[config.mk]
export PLATFORM = sky130hd
export DESIGN_NAME = infix_to_postfix_converter_flat
export DESIGN_NICKNAME = d
export VERILOG_FILES = /design/src/hw/rtl/itp_pkg.sv /design/src/hw/rtl/itp_if.sv /design/src/hw/rtl/itp_ram.sv /design/src/hw/rtl/itp_datapath.sv /design/src/hw/rtl/itp_ctrl.sv /design/src/hw/rtl/infix_to_postfix_converter.sv /design/src/flat_wrapper.sv
export SDC_FILE = /design/constraint.sdc
export NUM_CORES = 1
export LEC_CHECK = 0
export ABC_AREA = 1
export ABC_CLOCK_PERIOD_IN_PS = 5900
export BUFFER_PORTS_ARGS = -buffer_cell sky130_fd_sc_hd__buf_2
export CORE_MARGIN = 2
export CORE_UTILIZATION = 50
export DETAILED_ROUTE_END_ITERATION = 6
export PLACE_DENSITY = 0.77
export SLEW_MARGIN = 20
export SYNTH_ARGS = -nofsm -noshare
export SYNTH_HDL_FRONTEND = slang
export SYNTH_HIERARCHICAL = 1
export SYNTH_SLANG_ARGS = --single-unit
[constraint.sdc]
create_clock -name clk -period 5.9 [get_ports clk]
set_clock_uncertainty 0.15 [all_clocks]
set_input_delay 0.885 -clock clk [delete_from_list [all_inputs] [get_ports clk]]
set_output_delay 0.885 -clock clk [all_outputs]
set_load 0.03 [all_outputs]
[src/hw/rtl/itp_pkg.sv]
package itp_pkg;

  localparam int STACK_DEPTH_DEF = 32;

  localparam int SYM_W  = 8;
  localparam int STAT_W = 2;
  localparam int CODE_W = 3;
  localparam int PREC_W = 2;

  localparam logic [SYM_W-1:0] CH_OPEN  = 8'h28;
  localparam logic [SYM_W-1:0] CH_CLOSE = 8'h29;
  localparam logic [SYM_W-1:0] CH_STAR  = 8'h2A;
  localparam logic [SYM_W-1:0] CH_PLUS  = 8'h2B;
  localparam logic [SYM_W-1:0] CH_MINUS = 8'h2D;
  localparam logic [SYM_W-1:0] CH_SLASH = 8'h2F;

  localparam logic [CODE_W-1:0] OPC_OPEN = 3'd0;
  localparam logic [CODE_W-1:0] OPC_ADD  = 3'd1;
  localparam logic [CODE_W-1:0] OPC_SUB  = 3'd2;
  localparam logic [CODE_W-1:0] OPC_MUL  = 3'd3;
  localparam logic [CODE_W-1:0] OPC_DIV  = 3'd4;

  localparam logic [STAT_W-1:0] ST_CHAR      = 2'd0;
  localparam logic [STAT_W-1:0] ST_OVERFLOW  = 2'd1;
  localparam logic [STAT_W-1:0] ST_UNDERFLOW = 2'd2;

  typedef enum logic [1:0] {
    CLS_OP,
    CLS_OPEN,
    CLS_CLOSE,
    CLS_OTHER
  } sym_class_t;

  typedef enum logic [1:0] {
    SRC_SYM,
    SRC_TOP,
    SRC_ZERO
  } emit_src_t;

  typedef struct packed {
    logic              latch;
    logic              push;
    logic              pop;
    logic              emit;
    emit_src_t         src;
    logic [STAT_W-1:0] status;
    logic              last;
  } itp_cmd_t;

  typedef struct packed {
    sym_class_t cls;
    logic       last;
    logic       full;
    logic       cnt_zero;
    logic       cnt_one;
    logic       cnt_two;
    logic       top_open;
    logic       next_open;
    logic       prec_le;
    logic       prec_le_next;
    logic       out_free;
  } itp_stat_t;

  function automatic sym_class_t sym_class(input logic [SYM_W-1:0] s);
    sym_class_t c;
    case (s) inside
      CH_PLUS, CH_MINUS, CH_STAR, CH_SLASH: c = CLS_OP;
      CH_OPEN:                              c = CLS_OPEN;
      CH_CLOSE:                             c = CLS_CLOSE;
      default:                              c = CLS_OTHER;
    endcase
    return c;
  endfunction

  function automatic logic [CODE_W-1:0] sym_code(input logic [SYM_W-1:0] s);
    logic [CODE_W-1:0] c;
    case (s)
      CH_PLUS:  c = OPC_ADD;
      CH_MINUS: c = OPC_SUB;
      CH_STAR:  c = OPC_MUL;
      CH_SLASH: c = OPC_DIV;
      default:  c = OPC_OPEN;
    endcase
    return c;
  endfunction

  function automatic logic [SYM_W-1:0] code_char(input logic [CODE_W-1:0] c);
    logic [SYM_W-1:0] s;
    case (c)
      OPC_OPEN: s = CH_OPEN;
      OPC_ADD:  s = CH_PLUS;
      OPC_SUB:  s = CH_MINUS;
      OPC_MUL:  s = CH_STAR;
      OPC_DIV:  s = CH_SLASH;
      default:  s = '0;
    endcase
    return s;
  endfunction

  function automatic logic [PREC_W-1:0] code_prec(input logic [CODE_W-1:0] c);
    logic [PREC_W-1:0] p;
    case (c) inside
      OPC_ADD, OPC_SUB: p = 2'd1;
      OPC_MUL, OPC_DIV: p = 2'd2;
      default:          p = 2'd0;
    endcase
    return p;
  endfunction

endpackage

[src/hw/rtl/itp_if.sv]
interface itp_in_if import itp_pkg::*; ();
  logic             valid;
  logic             ready;
  logic [SYM_W-1:0] symbol;
  logic             end_of_expression;

  modport source (output valid, output symbol, output end_of_expression, input ready);
  modport sink   (input valid, input symbol, input end_of_expression, output ready);
endinterface

interface itp_out_if import itp_pkg::*; ();
  logic              valid;
  logic              ready;
  logic [SYM_W-1:0]  out_symbol;
  logic [STAT_W-1:0] status;
  logic              last_of_run;

  modport source (output valid, output out_symbol, output status, output last_of_run,
                  input ready);
  modport sink   (input valid, input out_symbol, input status, input last_of_run,
                  output ready);
endinterface

[src/hw/rtl/itp_ram.sv]
module itp_ram #(
  parameter int WIDTH = 3,
  parameter int DEPTH = 32
) (
  input  logic                     clk,
  input  logic                     wr_en,
  input  logic [$clog2(DEPTH)-1:0] wr_addr,
  input  logic [WIDTH-1:0]         wr_data,
  input  logic [$clog2(DEPTH)-1:0] rd_addr,
  output logic [WIDTH-1:0]         rd_data
);

  logic [WIDTH-1:0] mem [DEPTH];
  logic [WIDTH-1:0] rd_data_r;

  always_ff @(posedge clk) begin
    if (wr_en) begin
      mem[wr_addr] <= wr_data;
    end
    rd_data_r <= mem[rd_addr];
  end

  assign rd_data = rd_data_r;

endmodule

[src/hw/rtl/itp_datapath.sv]
module itp_datapath import itp_pkg::*; #(
  parameter int STACK_DEPTH = STACK_DEPTH_DEF
) (
  input  logic              clk,
  input  logic              rst_n,
  input  itp_cmd_t          cmd,
  output itp_stat_t         stat,
  input  logic [SYM_W-1:0]  in_symbol,
  input  logic              in_last,
  input  logic              out_ready,
  output logic              out_valid,
  output logic [SYM_W-1:0]  out_symbol,
  output logic [STAT_W-1:0] out_status,
  output logic              out_last
);

  localparam int CW = $clog2(STACK_DEPTH + 1);
  localparam int AW = $clog2(STACK_DEPTH);

  logic [SYM_W-1:0]  sym_r;
  logic              last_r;
  logic [CW-1:0]     count_r, count_nxt;
  logic [CODE_W-1:0] top_r, top_nxt;
  logic              out_valid_r;
  logic [SYM_W-1:0]  out_symbol_r, out_symbol_nxt;
  logic [STAT_W-1:0] out_status_r;
  logic              out_last_r;

  logic              full;
  logic              do_push;
  logic [CODE_W-1:0] push_code;
  logic [CW-1:0]     below_nxt;
  logic [AW-1:0]     rd_addr;
  logic [CODE_W-1:0] below_code;

  assign full      = count_r >= CW'(STACK_DEPTH);
  assign do_push   = cmd.push && !full;
  assign push_code = sym_code(sym_r);

  always_comb begin
    count_nxt = count_r;
    top_nxt   = top_r;
    if (cmd.pop) begin
      count_nxt = count_r - CW'(1);
      top_nxt   = below_code;
    end else if (do_push) begin
      count_nxt = count_r + CW'(1);
      top_nxt   = push_code;
    end
  end

  // entry below the top, read at the edge the count settles
  assign below_nxt = count_nxt - CW'(2);
  assign rd_addr   = (count_nxt >= CW'(2)) ? below_nxt[AW-1:0] : '0;

  itp_ram #(
    .WIDTH (CODE_W),
    .DEPTH (STACK_DEPTH)
  ) u_stack (
    .clk     (clk),
    .wr_en   (do_push),
    .wr_addr (count_r[AW-1:0]),
    .wr_data (push_code),
    .rd_addr (rd_addr),
    .rd_data (below_code)
  );

  always_comb begin
    case (cmd.src)
      SRC_SYM: out_symbol_nxt = sym_r;
      SRC_TOP: out_symbol_nxt = code_char(top_r);
      default: out_symbol_nxt = '0;
    endcase
  end

  always_ff @(posedge clk) begin
    if (!rst_n) begin
      count_r     <= '0;
      out_valid_r <= 1'b0;
    end else begin
      count_r <= count_nxt;
      if (cmd.emit) begin
        out_valid_r <= 1'b1;
      end else if (out_ready) begin
        out_valid_r <= 1'b0;
      end
    end
  end

  always_ff @(posedge clk) begin
    top_r <= top_nxt;
    if (cmd.latch) begin
      sym_r  <= in_symbol;
      last_r <= in_last;
    end
    if (cmd.emit) begin
      out_symbol_r <= out_symbol_nxt;
      out_status_r <= cmd.status;
      out_last_r   <= cmd.last;
    end
  end

  assign stat.cls          = sym_class(sym_r);
  assign stat.last         = last_r;
  assign stat.full         = full;
  assign stat.cnt_zero     = count_r == '0;
  assign stat.cnt_one      = count_r == CW'(1);
  assign stat.cnt_two      = count_r == CW'(2);
  assign stat.top_open     = top_r == OPC_OPEN;
  assign stat.next_open    = below_code == OPC_OPEN;
  assign stat.prec_le      = code_prec(push_code) <= code_prec(top_r);
  assign stat.prec_le_next = code_prec(push_code) <= code_prec(below_code);
  assign stat.out_free     = !out_valid_r || out_ready;

  assign out_valid  = out_valid_r;
  assign out_symbol = out_symbol_r;
  assign out_status = out_status_r;
  assign out_last   = out_last_r;

endmodule

[src/hw/rtl/itp_ctrl.sv]
module itp_ctrl import itp_pkg::*; (
  input  logic      clk,
  input  logic      rst_n,
  input  logic      in_valid,
  output logic      in_ready,
  input  itp_stat_t stat,
  output itp_cmd_t  cmd
);

  typedef enum logic [2:0] {
    S_IDLE,
    S_CLASS,
    S_OPPOP,
    S_CLOSE,
    S_FLUSH
  } state_t;

  state_t state_r, state_nxt;
  state_t done_state;

  assign done_state = stat.last ? S_FLUSH : S_IDLE;
  assign in_ready   = state_r == S_IDLE;

  always_comb begin
    state_nxt  = state_r;
    cmd        = '0;
    cmd.src    = SRC_SYM;
    cmd.status = ST_CHAR;
    unique case (state_r)
      S_IDLE: begin
        if (in_valid) begin
          cmd.latch = 1'b1;
          state_nxt = S_CLASS;
        end
      end
      S_CLASS: begin
        if (stat.out_free) begin
          unique case (stat.cls)
            CLS_OP:    state_nxt = S_OPPOP;
            CLS_CLOSE: state_nxt = S_CLOSE;
            CLS_OPEN: begin
              cmd.push = 1'b1;
              if (stat.full) begin
                cmd.emit   = 1'b1;
                cmd.src    = SRC_ZERO;
                cmd.status = ST_OVERFLOW;
                cmd.last   = !stat.last;
              end
              state_nxt = done_state;
            end
            default: begin
              cmd.emit  = 1'b1;
              cmd.src   = SRC_SYM;
              cmd.last  = !(stat.last && !stat.cnt_zero);
              state_nxt = done_state;
            end
          endcase
        end
      end
      S_OPPOP: begin
        if (stat.out_free) begin
          if (!stat.cnt_zero && stat.prec_le) begin
            // last pop when the entry below stays, the push fits and no flush follows
            cmd.emit = 1'b1;
            cmd.src  = SRC_TOP;
            cmd.pop  = 1'b1;
            cmd.last = !stat.last && (stat.cnt_one || !stat.prec_le_next);
          end else begin
            cmd.push = 1'b1;
            if (stat.full) begin
              cmd.emit   = 1'b1;
              cmd.src    = SRC_ZERO;
              cmd.status = ST_OVERFLOW;
              cmd.last   = !stat.last;
            end
            state_nxt = done_state;
          end
        end
      end
      S_CLOSE: begin
        if (stat.out_free) begin
          if (stat.cnt_zero) begin
            cmd.emit   = 1'b1;
            cmd.src    = SRC_ZERO;
            cmd.status = ST_UNDERFLOW;
            cmd.last   = 1'b1;
            state_nxt  = S_IDLE;
          end else if (stat.top_open) begin
            cmd.pop   = 1'b1;
            state_nxt = done_state;
          end else begin
            // last only when the matching open follows and nothing is flushed after it
            cmd.emit = 1'b1;
            cmd.src  = SRC_TOP;
            cmd.pop  = 1'b1;
            cmd.last = !stat.cnt_one && stat.next_open && (!stat.last || stat.cnt_two);
          end
        end
      end
      S_FLUSH: begin
        if (stat.out_free) begin
          if (stat.cnt_zero) begin
            state_nxt = S_IDLE;
          end else begin
            cmd.emit = 1'b1;
            cmd.src  = SRC_TOP;
            cmd.pop  = 1'b1;
            cmd.last = stat.cnt_one;
            if (stat.cnt_one) begin
              state_nxt = S_IDLE;
            end
          end
        end
      end
      default: state_nxt = S_IDLE;
    endcase
  end

  always_ff @(posedge clk) begin
    if (!rst_n) begin
      state_r <= S_IDLE;
    end else begin
      state_r <= state_nxt;
    end
  end

endmodule

[src/hw/rtl/infix_to_postfix_converter.sv]
// a plain character is latched; the class state registers its result once the output is free
// an operator or closing parenthesis then moves to its own pop state to pop stack entries
// the end-of-expression flush pops and emits every stacked entry
// one stack pop per cycle while the output is free, bound by the stack RAM's single read port
// reset: synchronous active low; clears the stack count, controller state and output valid
// the stack memory itself is not cleared and needs no clearing pass
module infix_to_postfix_converter import itp_pkg::*; #(
  parameter int STACK_DEPTH = STACK_DEPTH_DEF
) (
  input  logic       clk,
  input  logic       rst_n,
  itp_in_if.sink     in_ch,
  itp_out_if.source  out_ch
);

  itp_cmd_t  cmd;
  itp_stat_t stat;
  logic      in_ready;

  itp_ctrl u_ctrl (
    .clk      (clk),
    .rst_n    (rst_n),
    .in_valid (in_ch.valid),
    .in_ready (in_ready),
    .stat     (stat),
    .cmd      (cmd)
  );

  assign in_ch.ready = in_ready;

  itp_datapath #(
    .STACK_DEPTH (STACK_DEPTH)
  ) u_datapath (
    .clk        (clk),
    .rst_n      (rst_n),
    .cmd        (cmd),
    .stat       (stat),
    .in_symbol  (in_ch.symbol),
    .in_last    (in_ch.end_of_expression),
    .out_ready  (out_ch.ready),
    .out_valid  (out_ch.valid),
    .out_symbol (out_ch.out_symbol),
    .out_status (out_ch.status),
    .out_last   (out_ch.last_of_run)
  );

endmodule

[src/flat_wrapper.sv]
// flat-port wrapper written by rule: the top's interface ports become plain ports
module infix_to_postfix_converter_flat import itp_pkg::*;
#(
  parameter int STACK_DEPTH = STACK_DEPTH_DEF
)
  (clk, rst_n, in_ch_valid, in_ch_symbol, in_ch_end_of_expression, in_ch_ready, out_ch_valid, out_ch_out_symbol, out_ch_status, out_ch_last_of_run, out_ch_ready);
  itp_in_if in_ch_i ();
  itp_out_if out_ch_i ();
  input  logic clk;
  input  logic rst_n;
  input wire logic [$bits(in_ch_i.valid)-1:0] in_ch_valid;
  input wire logic [$bits(in_ch_i.symbol)-1:0] in_ch_symbol;
  input wire logic [$bits(in_ch_i.end_of_expression)-1:0] in_ch_end_of_expression;
  output wire logic [$bits(in_ch_i.ready)-1:0] in_ch_ready;
  output wire logic [$bits(out_ch_i.valid)-1:0] out_ch_valid;
  output wire logic [$bits(out_ch_i.out_symbol)-1:0] out_ch_out_symbol;
  output wire logic [$bits(out_ch_i.status)-1:0] out_ch_status;
  output wire logic [$bits(out_ch_i.last_of_run)-1:0] out_ch_last_of_run;
  input wire logic [$bits(out_ch_i.ready)-1:0] out_ch_ready;
  assign in_ch_i.valid = in_ch_valid;
  assign in_ch_i.symbol = in_ch_symbol;
  assign in_ch_i.end_of_expression = in_ch_end_of_expression;
  assign in_ch_ready = in_ch_i.ready;
  assign out_ch_valid = out_ch_i.valid;
  assign out_ch_out_symbol = out_ch_i.out_symbol;
  assign out_ch_status = out_ch_i.status;
  assign out_ch_last_of_run = out_ch_i.last_of_run;
  assign out_ch_i.ready = out_ch_ready;
  infix_to_postfix_converter #(.STACK_DEPTH(STACK_DEPTH)) u_core (.clk(clk), .rst_n(rst_n), .in_ch(in_ch_i), .out_ch(out_ch_i));
endmodule
==> results.tsv <==
stage	metric	value	unit
clock_network	Root Driver	clkbuf_16	
synth	cell count after synthesis	700	
synth	Mapped Avg Cell Area	9.20	um2
cells_and_area	# diodes	0	
synth	sequential share of the synthesized area	0.595	
grt	vias in the first global route	4889	
clock_network	Sink Count	132	
worst_setup_path	R2R depth	29	
timing	Max Clock Freq	197	MHz
timing	Final Max Slew Viols	0	
floorplan	Die Area	0.0138	mm2
worst_setup_path	CP max stage delay	0.60	ns
timing	Slew Limit Headroom	0.472	
status	run status	complete, no violations	
worst_setup_path	most used cell, CP	nand2_1	
worst_setup_path	CP startpoint	u_core/u_datapath/sym_r[4]	
clock_network	CTS resizes	0	
worst_setup_path	Startpoint Class	flip-flop	
timing	final hold violation count	0	
grt	pin count of the biggest net entering global routing	49	
worst_setup_path	Slowest-stage cell, CP	o221ai_1	
grt	initial antenna violation count	0	
cells_and_area	Layout area overhead	13.0	%
worst_setup_path	Critical Path RT	6.11	ns
pwr	leakage	0.00300	uW
clock_network	Post-CTS Setup Bufs	0	
worst_setup_path	r2r startpoint	u_core/u_datapath/sym_r[4]	
synth	Yosys cell types	33	
cells_and_area	fillers	1063	
worst_setup_path	Crit. End Element	flip-flop	
clock_network	# H-tree levels	4	
drt	routed len/inst	15.5	um
synth	Post-Syn Nets	722	
clock_network	Reg clk slew, reported paths	0.06	ns
worst_setup_path	reg2reg end	u_core/u_datapath/u_stack/rd_data[2]	
worst_setup_path	worst-path fanout max	48	
hold_path	hold path cells	2	
placement	DP Area	0.00671	mm2
clock_network	CTS tree	built	
placement	Final GP Congestion	0.873	
synth	flops & latches, synth	132	
pwr	Max VDD drop	0.158	mV
clock_network	clk buf depth	2	
cells_and_area	fin nets	749	
flow_run	max cap viols	0	
synth	top cell type's share of synthesized area	0.555	
timing	final setup margin	0.824	ns
floorplan	# IOs	26	
worst_setup_path	Setup CP Type	flip-flop to flip-flop	
drt	Vias/cell	5.39	
placement	number of port buffers	25	
clock_network	post-cts hold buffer count	0	
cells_and_area	layout cell share with drive strength beyond 1	0.130	
drt	Residual DRC	0	
clock_network	CTS buffer count	17	
drt	DRT antenna net count	0	
synth	most area-consuming cells after synthesis	edfxtp_1 55%, nand2_1 12%, nand3_1 8.8%	
floorplan	num rows	41	
synth	largest area contributor in the netlist	edfxtp_1	
grt	GR Overflow Total	0	
synth	synth warn	6	
timing	Least-Margin Pin Slew	0.789	ns
timing	final setup violation count	0	
grt	GRT Total Usage	0.214	
grt	first-pass GRT wire length	23.3	mm
synth	Mapped Area	0.00644	mm2
drt	Via Count	4919	
placement	post-place setup slack	0.933	ns
drt	Post-Route WL	14.1	mm
drt	drt pass-1 iters	5	
floorplan	Starting Density	0.510	
floorplan	die extent in x	117	um
hold_path	worst min-delay path class	flip-flop to flip-flop	
timing	Final period util	0.860	
timing	final worst path period need	5.08	ns
timing	setup_tns	0	ns
pwr	PD cells	303	mW/mm2
cells_and_area	commonest non-fill, non-tap cell in the layout	nand2_1	
drt	Iter 0 DRT Violations	543	
worst_setup_path	CP Capture Point	u_core/u_datapath/u_stack/rd_data[2]	
worst_setup_path	Critical Path AT	5.29	ns
cells_and_area	commonest cells after routing, fill and taps aside	207 x nand2_1, 119 x edfxtp_1, 113 x nand3_1	
clock_network	worst skew pair latency	0.42	ns
floorplan	core area	0.0126	mm2
cells_and_area	Design Area, Final	0.00728	mm2
floorplan	Die Y	117	um
timing	RSZ-0062 raised after global routing	no	
worst_setup_path	FF-to-FF setup slack	0.82	ns
placement	DP Wirelength	9.45	mm
layout make-up:
| cell class | count | area (um2) | share of cell area |
|---|---|---|---|
| well taps | 172 | 215 | 0.0296 |
| inverters | 63 | 236 | 0.0325 |
| clock buffers | 19 | 433 | 0.0595 |
| repair buffers | 31 | 170 | 0.0234 |
| multi-input cells | 482 | 2250 | 0.309 |
| flip-flops and latches | 132 | 3830 | 0.527 |
| clock inverters | 13 | 140 | 0.0193 |
logic make-up after synthesis:
logic type,after synthesis,synth area share
compound gates,35,0.0311
xor+xnor,1,0.00136
fa+ha+maj,9,0.0175
buf+inv,86,0.0583
flops,132,0.595
simple gates,437,0.296
registers in the layout (all words and copies together) (netlist names):
signal,count
u_core/u_datapath/out_status,2
u_core/u_datapath/out_valid,1
u_core/u_datapath/last_r,1
u_core/u_datapath/u_stack/mem,96
u_core/u_datapath/count_r,6
u_core/u_datapath/out_symbol,8
u_core/u_datapath/out_last,1
u_core/u_datapath/top_r,3
u_core/u_ctrl/state_r,3
u_core/u_datapath/sym_r,8
u_core/u_datapath/u_stack/rd_data,3
cell usage after synthesis:
cell type	instances
inv_1	50
buf_4	9
nor2_4	2
o21ai_0	20
o221ai_1	1
ha_1	9
nor2_1	78
buf_1	1
o21ai_2	2
buf_2	9
edfxtp_1	119
clkbuf_1	3
o41ai_1	1
a22oi_1	1
nor4_1	2
nand3b_1	3
buf_6	1
xor2_1	1
inv_2	13
nand2_2	7
or2_1	1
nand2_4	1
nand3_2	4
dfxtp_1	13
nand4_2	1
nand3_1	113
nor3_1	9
o22ai_1	2
nor2_2	5
a21oi_1	6
nand4_1	4
nand2_1	207
o211ai_1	2
per-layer routing:
layer / up-vias / wire [um] / GRT usage
met5: - / 0 / 0
li1: 2412 / - / -
met1: 2312 / 5970 / 0.268
met4: 0 / 269 / 0.0798
met3: 25 / 915 / 0.0509
met2: 170 / 6990 / 0.361
where the power goes:
part           switching (uW)  internal (uW)  leakage [uW]  total [uW]
clock network             362            653      0.000276        1020
logic                     103           40.2       0.00143         144
registers                13.9           1040       0.00130        1050
metrics by stage:
step / hold WS, ns / instances / util / total power, uW
after CTS: 0.393 / 912 / 0.577 / 2220
after detailed placement: 0.385 / 880 / 0.531 / 1210
after floorplan: 0.348 / 700 / - / 1170
after global placement: 0.382 / 880 / 0.531 / 1210
after global routing: 0.427 / 912 / 0.577 / 2280
final: 0.392 / 912 / 0.577 / 2210
how the worst min path moves through the flow:
stage                        startpoint                        to
6_report       u_core/u_ctrl/state_r[1]  u_core/u_ctrl/state_r[1]
5_1_grt        u_core/u_ctrl/state_r[1]  u_core/u_ctrl/state_r[1]
4_1_cts        u_core/u_ctrl/state_r[1]  u_core/u_ctrl/state_r[1]
3_5_place_dp   u_core/u_ctrl/state_r[1]  u_core/u_ctrl/state_r[1]
3_3_place_gp   u_core/u_ctrl/state_r[0]  u_core/u_ctrl/state_r[0]
2_1_floorplan  u_core/u_ctrl/state_r[0]  u_core/u_ctrl/state_r[0]
critical path: cells and delay by family (launching register included):
kind | cells | cell delay [ns]
AOI/OAI and AO/OA | 3 | 0.84
DFF | 1 | 0.36
and+or+nand+nor | 19 | 2.29
buffers and inverters | 6 | 1.12
adders and majority gates | 1 | 0.24
Power figures use the tool's default switching activity.
